$ cat src/design/srvp_pkg.sv
`default_nettype none
// ----------------------------------------------------------------------------
// SRV rdata parser package
// Shared result type, status codes and sizes of the SRV rdata parser.
// ----------------------------------------------------------------------------
package srvp_pkg;

	localparam int unsigned HDR_BYTES   = 6;
	localparam int unsigned MIN_LEN     = 7;
	localparam logic [7:0]  PTR_MASK    = 8'hC0;
	localparam logic [7:0]  DOT_CHAR    = 8'h2E;
	localparam logic [15:0] SRV_TYPE_RST = 16'd33;

	localparam int unsigned FIFO_DEPTH = 4;
	localparam int unsigned FIFO_PTR_W = $clog2(FIFO_DEPTH);
	localparam int unsigned FIFO_CNT_W = $clog2(FIFO_DEPTH + 1);

	typedef enum logic {
		KIND_CHAR    = 1'b0,
		KIND_VERDICT = 1'b1
	} kind_t;

	typedef enum logic [2:0] {
		ST_OK        = 3'd0,
		ST_TOO_SHORT = 3'd1,
		ST_POINTER   = 3'd2,
		ST_TRUNCATED = 3'd3,
		ST_NO_TERM   = 3'd4,
		ST_WRONG_TYPE = 3'd5
	} status_t;

	typedef struct packed {
		kind_t       result_kind;
		logic [7:0]  name_char;
		logic [15:0] priority_res;
		logic [15:0] weight;
		logic [15:0] port;
		logic [31:0] ttl_out;
		status_t     status;
		logic        last_of_run;
	} result_t;

	// Results of one input byte, in order; cnt says how many are valid.
	typedef struct packed {
		logic [1:0] cnt;
		result_t    res0;
		result_t    res1;
	} push_t;

endpackage : srvp_pkg
`default_nettype wire

$ cat src/design/srvp_parser.sv
`default_nettype none
// ----------------------------------------------------------------------------
// SRV rdata parser datapath
// Per-record state and the combinational decode of one rdata byte into up to
// two results: a name character and, on the last byte, the verdict.
// ----------------------------------------------------------------------------
module srvp_parser
	import srvp_pkg::*;
(
	input  wire logic        clk,
	input  wire logic        arst_n,
	input  wire logic        srv_type_we,
	input  wire logic [15:0] srv_type_wdata,
	input  wire logic        step,
	input  wire logic [7:0]  data_byte,
	input  wire logic        end_of_rdata,
	input  wire logic [15:0] record_type,
	input  wire logic [31:0] ttl,
	output push_t            push
);

	logic [15:0] srv_type_q;
	logic [2:0]  byte_index_q;
	logic [47:0] header_shift_q;
	logic [5:0]  label_left_q;
	logic        after_first_q;
	logic        name_done_q;
	status_t     error_code_q;

	logic [2:0]  nxt_byte_index;
	logic [47:0] nxt_header;
	logic [5:0]  nxt_label_left;
	logic        nxt_after_first;
	logic        nxt_name_done;
	status_t     nxt_error;
	logic        type_ok;
	logic        emit_char;
	logic [7:0]  char_val;
	status_t     verdict_st;
	result_t     char_res;
	result_t     verdict_res;

	assign type_ok = (record_type == srv_type_q);

	always_comb begin
		nxt_byte_index  = byte_index_q;
		nxt_header      = header_shift_q;
		nxt_label_left  = label_left_q;
		nxt_after_first = after_first_q;
		nxt_name_done   = name_done_q;
		nxt_error       = error_code_q;
		emit_char       = 1'b0;
		char_val        = data_byte;

		if (byte_index_q < 3'(HDR_BYTES)) begin
			nxt_header = {header_shift_q[39:0], data_byte};
		end else if (!name_done_q && error_code_q == ST_OK) begin
			priority if (label_left_q != 6'd0) begin
				nxt_label_left = label_left_q - 6'd1;
				emit_char      = type_ok;
			end else if ((data_byte & PTR_MASK) != 8'd0) begin
				nxt_error = ST_POINTER;
			end else if (data_byte == 8'd0) begin
				nxt_name_done = 1'b1;
			end else begin
				nxt_label_left  = data_byte[5:0];
				emit_char       = after_first_q && type_ok;
				char_val        = DOT_CHAR;
				nxt_after_first = 1'b1;
			end
		end
		if (byte_index_q < 3'(MIN_LEN)) begin
			nxt_byte_index = byte_index_q + 3'd1;
		end
	end

	// Status is judged on the state as it stands after this byte.
	always_comb begin
		priority if (!type_ok) begin
			verdict_st = ST_WRONG_TYPE;
		end else if (nxt_byte_index < 3'(MIN_LEN)) begin
			verdict_st = ST_TOO_SHORT;
		end else if (nxt_error != ST_OK) begin
			verdict_st = nxt_error;
		end else if (nxt_label_left != 6'd0) begin
			verdict_st = ST_TRUNCATED;
		end else if (!nxt_name_done) begin
			verdict_st = ST_NO_TERM;
		end else begin
			verdict_st = ST_OK;
		end
	end

	always_comb begin
		char_res             = '0;
		char_res.result_kind = KIND_CHAR;
		char_res.name_char   = char_val;
		char_res.last_of_run = !end_of_rdata;

		verdict_res             = '0;
		verdict_res.result_kind = KIND_VERDICT;
		verdict_res.ttl_out     = ttl;
		verdict_res.status      = verdict_st;
		verdict_res.last_of_run = 1'b1;
		if (verdict_st == ST_OK) begin
			verdict_res.priority_res = nxt_header[47:32];
			verdict_res.weight       = nxt_header[31:16];
			verdict_res.port         = nxt_header[15:0];
		end

		push      = '0;
		push.res1 = verdict_res;
		if (!step) begin
			push.cnt  = 2'd0;
			push.res0 = char_res;
		end else if (emit_char) begin
			push.cnt  = end_of_rdata ? 2'd2 : 2'd1;
			push.res0 = char_res;
		end else begin
			push.cnt  = end_of_rdata ? 2'd1 : 2'd0;
			push.res0 = verdict_res;
		end
	end

	always_ff @(posedge clk or negedge arst_n) begin
		if (!arst_n) begin
			srv_type_q     <= SRV_TYPE_RST;
			byte_index_q   <= '0;
			header_shift_q <= '0;
			label_left_q   <= '0;
			after_first_q  <= 1'b0;
			name_done_q    <= 1'b0;
			error_code_q   <= ST_OK;
		end else begin
			if (srv_type_we) begin
				srv_type_q <= srv_type_wdata;
			end
			if (step) begin
				if (end_of_rdata) begin
					byte_index_q   <= '0;
					header_shift_q <= '0;
					label_left_q   <= '0;
					after_first_q  <= 1'b0;
					name_done_q    <= 1'b0;
					error_code_q   <= ST_OK;
				end else begin
					byte_index_q   <= nxt_byte_index;
					header_shift_q <= nxt_header;
					label_left_q   <= nxt_label_left;
					after_first_q  <= nxt_after_first;
					name_done_q    <= nxt_name_done;
					error_code_q   <= nxt_error;
				end
			end
		end
	end

`ifndef NO_ASSERTIONS
	a_two_is_char_then_verdict: assert property (@(posedge clk) disable iff (!arst_n)
		(push.cnt == 2'd2) |-> (push.res0.result_kind == KIND_CHAR
			&& push.res1.result_kind == KIND_VERDICT))
		else $error("two results must be a character followed by a verdict");
	a_last_clears_index: assert property (@(posedge clk) disable iff (!arst_n)
		(step && end_of_rdata) |=> (byte_index_q == 3'd0))
		else $error("record state not cleared after the last byte");
	a_index_saturates: assert property (@(posedge clk) disable iff (!arst_n)
		byte_index_q <= 3'(MIN_LEN))
		else $error("byte index ran past its saturation value");
`endif

endmodule : srvp_parser
`default_nettype wire

$ cat src/design/srvp_out_fifo.sv
`default_nettype none
// ----------------------------------------------------------------------------
// SRV rdata parser result queue
// Small register queue that takes up to two results per cycle and hands
// out one per transfer on the result stream.
// ----------------------------------------------------------------------------
module srvp_out_fifo
	import srvp_pkg::*;
(
	input  wire logic clk,
	input  wire logic arst_n,
	input  push_t     push,
	output logic      room,
	output logic      m_valid,
	input  wire logic m_ready,
	output result_t   m_res
);

	result_t                entry_q [FIFO_DEPTH];
	logic [FIFO_PTR_W-1:0]  wr_ptr_q;
	logic [FIFO_PTR_W-1:0]  rd_ptr_q;
	logic [FIFO_CNT_W-1:0]  count_q;
	logic                   pop;
	logic [FIFO_PTR_W-1:0]  wr_ptr_p1;

	assign m_valid   = (count_q != '0);
	assign pop       = m_valid && m_ready;
	assign m_res     = entry_q[rd_ptr_q];
	assign wr_ptr_p1 = wr_ptr_q + FIFO_PTR_W'(1);
	// Room for the worst case of two results from one byte. A transfer in the
	// same cycle frees one entry, which is enough only when a single entry is free.
	assign room = (count_q <= FIFO_CNT_W'(FIFO_DEPTH - 2))
		|| (pop && count_q == FIFO_CNT_W'(FIFO_DEPTH - 1));

	always_ff @(posedge clk) begin
		if (push.cnt != 2'd0) begin
			entry_q[wr_ptr_q] <= push.res0;
		end
		if (push.cnt == 2'd2) begin
			entry_q[wr_ptr_p1] <= push.res1;
		end
	end

	always_ff @(posedge clk or negedge arst_n) begin
		if (!arst_n) begin
			wr_ptr_q <= '0;
			rd_ptr_q <= '0;
			count_q  <= '0;
		end else begin
			wr_ptr_q <= wr_ptr_q + FIFO_PTR_W'(push.cnt);
			if (pop) begin
				rd_ptr_q <= rd_ptr_q + FIFO_PTR_W'(1);
			end
			count_q <= count_q + FIFO_CNT_W'(push.cnt) - FIFO_CNT_W'(pop);
		end
	end

`ifndef NO_ASSERTIONS
	a_no_overflow: assert property (@(posedge clk) disable iff (!arst_n)
		count_q <= FIFO_CNT_W'(FIFO_DEPTH))
		else $error("result queue overflow");
	a_push_needs_room: assert property (@(posedge clk) disable iff (!arst_n)
		(push.cnt != 2'd0) |-> room)
		else $error("results pushed without room");
	a_count_tracks: assert property (@(posedge clk) disable iff (!arst_n)
		(push.cnt != 2'd0 && !pop) |=>
			(count_q == $past(count_q) + FIFO_CNT_W'($past(push.cnt))))
		else $error("queue count does not follow the pushes");
`endif

endmodule : srvp_out_fifo
`default_nettype wire

$ cat src/design/srv_rdata_parser_core.sv
`default_nettype none
// An accepted byte is held in the input stage until its results enter the queue.
// Throughput: one byte per cycle while the result queue has room; a byte that
// causes a character and a verdict occupies the result stream for two transfers,
// absorbed by a four-entry queue.
// Reset: arst_n clears the record state, the queue and the input stage at once
// and sets srv_type to 33.
// ----------------------------------------------------------------------------
// SRV rdata parser core
// Streams SRV rdata bytes in and emits dotted name characters and verdicts.
// ----------------------------------------------------------------------------
module srv_rdata_parser_core
	import srvp_pkg::*;
(
	input  wire logic        clk,
	input  wire logic        arst_n,
	input  wire logic        srv_type_we,
	input  wire logic [15:0] srv_type_wdata,
	input  wire logic        s_axis_tvalid,
	output logic             s_axis_tready,
	input  wire logic [39:0] s_axis_tdata,  // data_byte[7:0], ttl[39:8]
	input  wire logic        s_axis_tlast,
	input  wire logic [15:0] s_axis_tuser,  // record_type[15:0]
	output logic             m_axis_tvalid,
	input  wire logic        m_axis_tready,
	// name_char[7:0], priority_res[23:8], weight[39:24], port[55:40],
	// ttl_out[87:56], status[90:88], zero[95:91]
	output logic [95:0]      m_axis_tdata,
	output logic             m_axis_tlast,
	output logic             m_axis_tuser   // result_kind
);

	logic        valid_s1;
	logic [7:0]  data_byte_s1;
	logic        end_s1;
	logic [15:0] record_type_s1;
	logic [31:0] ttl_s1;
	logic        room;
	logic        advance;
	push_t       push;
	result_t     m_res;

	assign advance       = valid_s1 && room;
	assign s_axis_tready = !valid_s1 || advance;

	always_ff @(posedge clk or negedge arst_n) begin
		if (!arst_n) begin
			valid_s1 <= 1'b0;
		end else if (s_axis_tready) begin
			valid_s1 <= s_axis_tvalid;
		end
	end

	always_ff @(posedge clk) begin
		if (s_axis_tvalid && s_axis_tready) begin
			data_byte_s1   <= s_axis_tdata[7:0];
			ttl_s1         <= s_axis_tdata[39:8];
			end_s1         <= s_axis_tlast;
			record_type_s1 <= s_axis_tuser;
		end
	end

	srvp_parser u_parser (
		.clk            (clk),
		.arst_n         (arst_n),
		.srv_type_we    (srv_type_we),
		.srv_type_wdata (srv_type_wdata),
		.step           (advance),
		.data_byte      (data_byte_s1),
		.end_of_rdata   (end_s1),
		.record_type    (record_type_s1),
		.ttl            (ttl_s1),
		.push           (push)
	);

	srvp_out_fifo u_out_fifo (
		.clk     (clk),
		.arst_n  (arst_n),
		.push    (push),
		.room    (room),
		.m_valid (m_axis_tvalid),
		.m_ready (m_axis_tready),
		.m_res   (m_res)
	);

	assign m_axis_tdata = {5'b0, m_res.status, m_res.ttl_out, m_res.port, m_res.weight,
		m_res.priority_res, m_res.name_char};
	assign m_axis_tlast = m_res.last_of_run;
	assign m_axis_tuser = m_res.result_kind;

`ifndef NO_ASSERTIONS
	a_ready_when_empty: assert property (@(posedge clk) disable iff (!arst_n)
		!valid_s1 |-> s_axis_tready)
		else $error("input stalled with an empty input stage");
	a_hold_when_blocked: assert property (@(posedge clk) disable iff (!arst_n)
		(valid_s1 && !room) |=> (valid_s1 && $stable(data_byte_s1) && $stable(end_s1)))
		else $error("input stage lost a byte while the queue was full");
	a_push_only_on_advance: assert property (@(posedge clk) disable iff (!arst_n)
		(push.cnt != 2'd0) |-> advance)
		else $error("results produced without a byte advancing");
`endif

endmodule : srv_rdata_parser_core
`default_nettype wire
$ cat config.mk
export PLATFORM = sky130hd
export DESIGN_NAME = srv_rdata_parser_core
export DESIGN_NICKNAME = d
export VERILOG_FILES = /design/src/design/srvp_pkg.sv /design/src/design/srvp_parser.sv /design/src/design/srvp_out_fifo.sv /design/src/design/srv_rdata_parser_core.sv
export SDC_FILE = /design/constraint.sdc
export NUM_CORES = 1
export LEC_CHECK = 0
export BUFFER_PORTS_ARGS = -buffer_cell sky130_fd_sc_hd__buf_2
export CAP_MARGIN = 0
export CELL_PAD_IN_SITES_DETAIL_PLACEMENT = 1
export CELL_PAD_IN_SITES_GLOBAL_PLACEMENT = 2
export CORE_ASPECT_RATIO = 1.5
export CORE_MARGIN = 2
export CORE_UTILIZATION = 43
export DETAILED_ROUTE_END_ITERATION = 8
export PLACE_DENSITY = 0.81
export SYNTH_ARGS = -nofsm -noshare
export SYNTH_HDL_FRONTEND = slang
export SYNTH_SLANG_ARGS = --single-unit
export TNS_END_PERCENT = 30
$ cat constraint.sdc
create_clock -name clk -period 6.5 [get_ports clk]
set_clock_uncertainty 0.2 [all_clocks]
set_input_delay 0.325 -clock clk [delete_from_list [all_inputs] [get_ports clk]]
set_output_delay 0.325 -clock clk [all_outputs]
set_load 0.02 [all_outputs]
==> flow_summary_export.csv <==
group,metric,value,unit
status,status,"completed",
global_route,grt_pass1_vias,16300,
yosys,synth_commonest_cells,"edfxtp_1 (389), a21oi_1 (113), nand2_1 (111), mux4_2 (93), dfrtp_1 (84)",
yosys,synth.area.top_cells,"edfxtp_1 (51%), dfrtp_1 (9.2%), mux4_2 (9.2%), dfxtp_1 (3.5%), a21oi_1 (2.5%)",
floorplan,num_rows,103,
placement,dpl_worst_slack,1.30,ns
yosys,synth_edf_count,389,
floorplan,initial_core_util,43.4,%
critical_path,cp-end-kind,"flop",
clocking,cts_sinks,515,
timing,drv_slew,0,
yosys,synthFlopType,"edfxtp_1",
pwr,ir_worst_vdd,0.276,mV
detailed_routing,drc,0,
clocking,postCtsSetupBuffers,0,
critical_path,required,6.64,ns
yosys,yosys.area.top_type,"edfxtp_1",
global_route,grt.total_usage,23.5,%
final_layout,drive_gt1_share,25.2,%
timing,setup_viol,0,
timing,finalSetupTns,0,ns
timing,max_slew_margin,27.8,%
clocking,clk_path_buf_depth,3,
yosys,ys_seq_area_share,64.2,%
critical_path,crit_fanout,38,
global_route,antenna_found_initial,0,
critical_path,critical_path_arrival,5.30,ns
detailed_routing,drtAntennaViolNets,0,
critical_path,path_delay_family,"buffers and inverters",
global_route,grt-ovfl-total,0,
yosys,ys_types,62,
critical_path,rrSetupSlack,1.35,ns
placement,port_buffers,172,
timing,worst_pin_slew,1.08,ns
pwr,cellLeakagePower,0.00942,µW
detailed_routing,drtIter0Drc,941,
critical_path,r2r-start,"u_parser.label_left_q[0]",
detailed_routing,wl_per_cell,25.4,µm
critical_path,reg2reg_to,"u_out_fifo.entry_q[2][71]",
global_route,grt_max_degree,70,
critical_path,critPathSlowestCell,"clkinv_2",
yosys,synth_seq_cells,515,
final_layout,layout.nets,1875,
detailed_routing,first_pass_iters,5,
floorplan,die_area,55000,µm²
yosys,synth_top_area_share,51.2,%
yosys,avgSynthCellArea,14.3,µm²
flow_run,drv_cap,0,
detailed_routing,routed-via-count,14800,
timing,fmax,0.194,GHz
clocking,post_cts_resize_count,0,
final_layout,diodes,0,
final_layout,area_growth,17.3,%
critical_path,startpoint_type,"flop",
timing,rsz0062_at_grt,"no",
clocking,cts_tree,"built",
yosys,synthArstFlopShare,16.7,%
critical_path,path_cells,"inv_1, ha_1, nor3b_1, nand2_1, a21oi_1, nor3_1, buf_4, ha_1, nor2_1, o21ai_0, nand2_1, clkinv_2, buf_4",
critical_path,worst-r2r-cell-count,13,
min_path,worstHoldPathType,"in -> reg",
global_route,grt_pass1_wl,98400,µm
detailed_routing,vias_per_cell,5.87,
detailed_routing,wl,63900,µm
critical_path,path_class,"reg -> reg",
clocking,worstSkewPairLatency,0.63,ns
timing,finalHoldViolations,0,
min_path,holdCritStartpoint,"srv_type_we",
yosys,syn_area,22800,µm²
yosys,yosysWarnings,0,
clocking,cts-buffers-inserted,51,
critical_path,max_stage_delay,0.82,ns
yosys,yosysMostFrequentCell,"edfxtp_1",
clocking,cts_hold_buf,77,
critical_path,path_buf_inv,4,
min_path,hold_path_depth,2,
clocking,cts_max_level,2,
placement,dp_hpwl,37500,µm
min_path,whs_endpoint,"u_parser.srv_type_q[4]",
floorplan,dieWidth,192,µm
clocking,cts-root-buf,"clkbuf_16",
yosys,syn-instance-count,1590,
timing,period_minus_slack,5.15,ns
timing,timing.final.ws_setup,1.35,ns
placement,gp_congestion,0.828,
pwr,power.density,430,nW/µm²
floorplan,die-height,286,µm
floorplan,coreArea,52600,µm²
timing,period_share,79.3,%
clocking,clkTransAtPathRegs,0.07,ns
floorplan,io_pins,178,
==> routing by layer <==
layer | wire length, µm | vias up | GRT usage [%]
met5 | 0 | - | 0
met4 | 1400 | 0 | 6.37
met3 | 2540 | 88 | 2.86
met2 | 33900 | 355 | 42.8
met1 | 26000 | 7749 | 29.5
li1 | - | 6568 | -
==> sequential cells by signal, summed over array words and instances (netlist names), 2 cells and up <==
signal / count
data_byte_s1: 8
record_type_s1: 16
ttl_s1: 32
u_out_fifo.count_q: 3
u_out_fifo.entry_q: 372
u_out_fifo.rd_ptr_q: 2
u_out_fifo.wr_ptr_q: 2
u_parser.byte_index_q: 3
u_parser.error_code_q: 3
u_parser.header_shift_q: 48
u_parser.label_left_q: 6
u_parser.srv_type_q: 16
==> how the worst max path moves through the flow <==
stage                     cells past startpoint                      from  slack (ns)                        end
after detailed placement                     11    u_parser.srv_type_q[2]        1.30  u_out_fifo.entry_q[2][72]
after CTS                                    11    u_parser.srv_type_q[2]        1.24  u_out_fifo.entry_q[2][71]
after global routing                         11    u_parser.srv_type_q[2]        0.93  u_out_fifo.entry_q[2][72]
after global placement                       11    u_parser.srv_type_q[2]        1.56  u_out_fifo.entry_q[2][72]
after floorplan                              11  u_parser.label_left_q[0]        1.51  u_out_fifo.entry_q[0][10]
final                                        13  u_parser.label_left_q[0]        1.35  u_out_fifo.entry_q[2][71]
==> per-stage QoR <==
step           cells  area, µm²  util, %  hold slack [ns]  power (µW)
6_report        2514      26800     50.9           0.0306       11500
5_1_grt         2514      26800     50.9           0.0299       12000
4_1_cts         2514      26800     50.9           0.0135       11600
3_5_place_dp    2341      24300     46.2           0.0939        8640
3_3_place_gp    2341      24300     46.2           0.0876        8520
2_1_floorplan   1594      22800        -           -0.171        7270
==> report_power, final <==
part           leakage (µW)  switching, µW  internal, µW
sequential          0.00507            542          4200
clock              0.000821           1330          1610
combinational       0.00353           2460          1350
==> logic make-up (layout without fill, tap and decap cells) <==
family | count (synthesis) | in the layout | synth area share [%]
compound gates | 395 | 395 | 12.6
fa+ha+maj | 8 | 8 | 0.472
buf+inv | 157 | 395 | 3.04
simple gates | 383 | 383 | 8.86
other cells | 1 | 5 | 0.0164
mux | 109 | 109 | 9.97
xor+xnor | 22 | 22 | 0.845
flops | 515 | 515 | 64.2
==> layout by cell type, fill, tap and decap left out, types with 31 or more instances in the layout <==
master	netlist	final
edfxtp_1	389	389
buf_2	35	171
nand2_1	111	111
a21oi_1	113	110
mux4_2	93	93
dfrtp_1	84	82
dlygate4sd3_1	0	76
and2_1	70	69
and3_1	65	65
nand3_1	60	60
a211oi_1	58	58
a21o_1	54	52
clkbuf_16	0	51
a22o_1	50	50
a211oi_2	40	40
dfxtp_1	40	40
o21ai_0	38	37
buf_4	6	31
==> final cells by class <==
class	instances	area [µm²]
clock buffer	74	1450
clock inverter	22	205
fill	5181	25800
inverter	15	61.3
multi-input combinational	922	7570
sequential	515	14600
tap	682	853
timing repair buffer	284	1970
No activity file was read; power rests on OpenSTA's default activity.
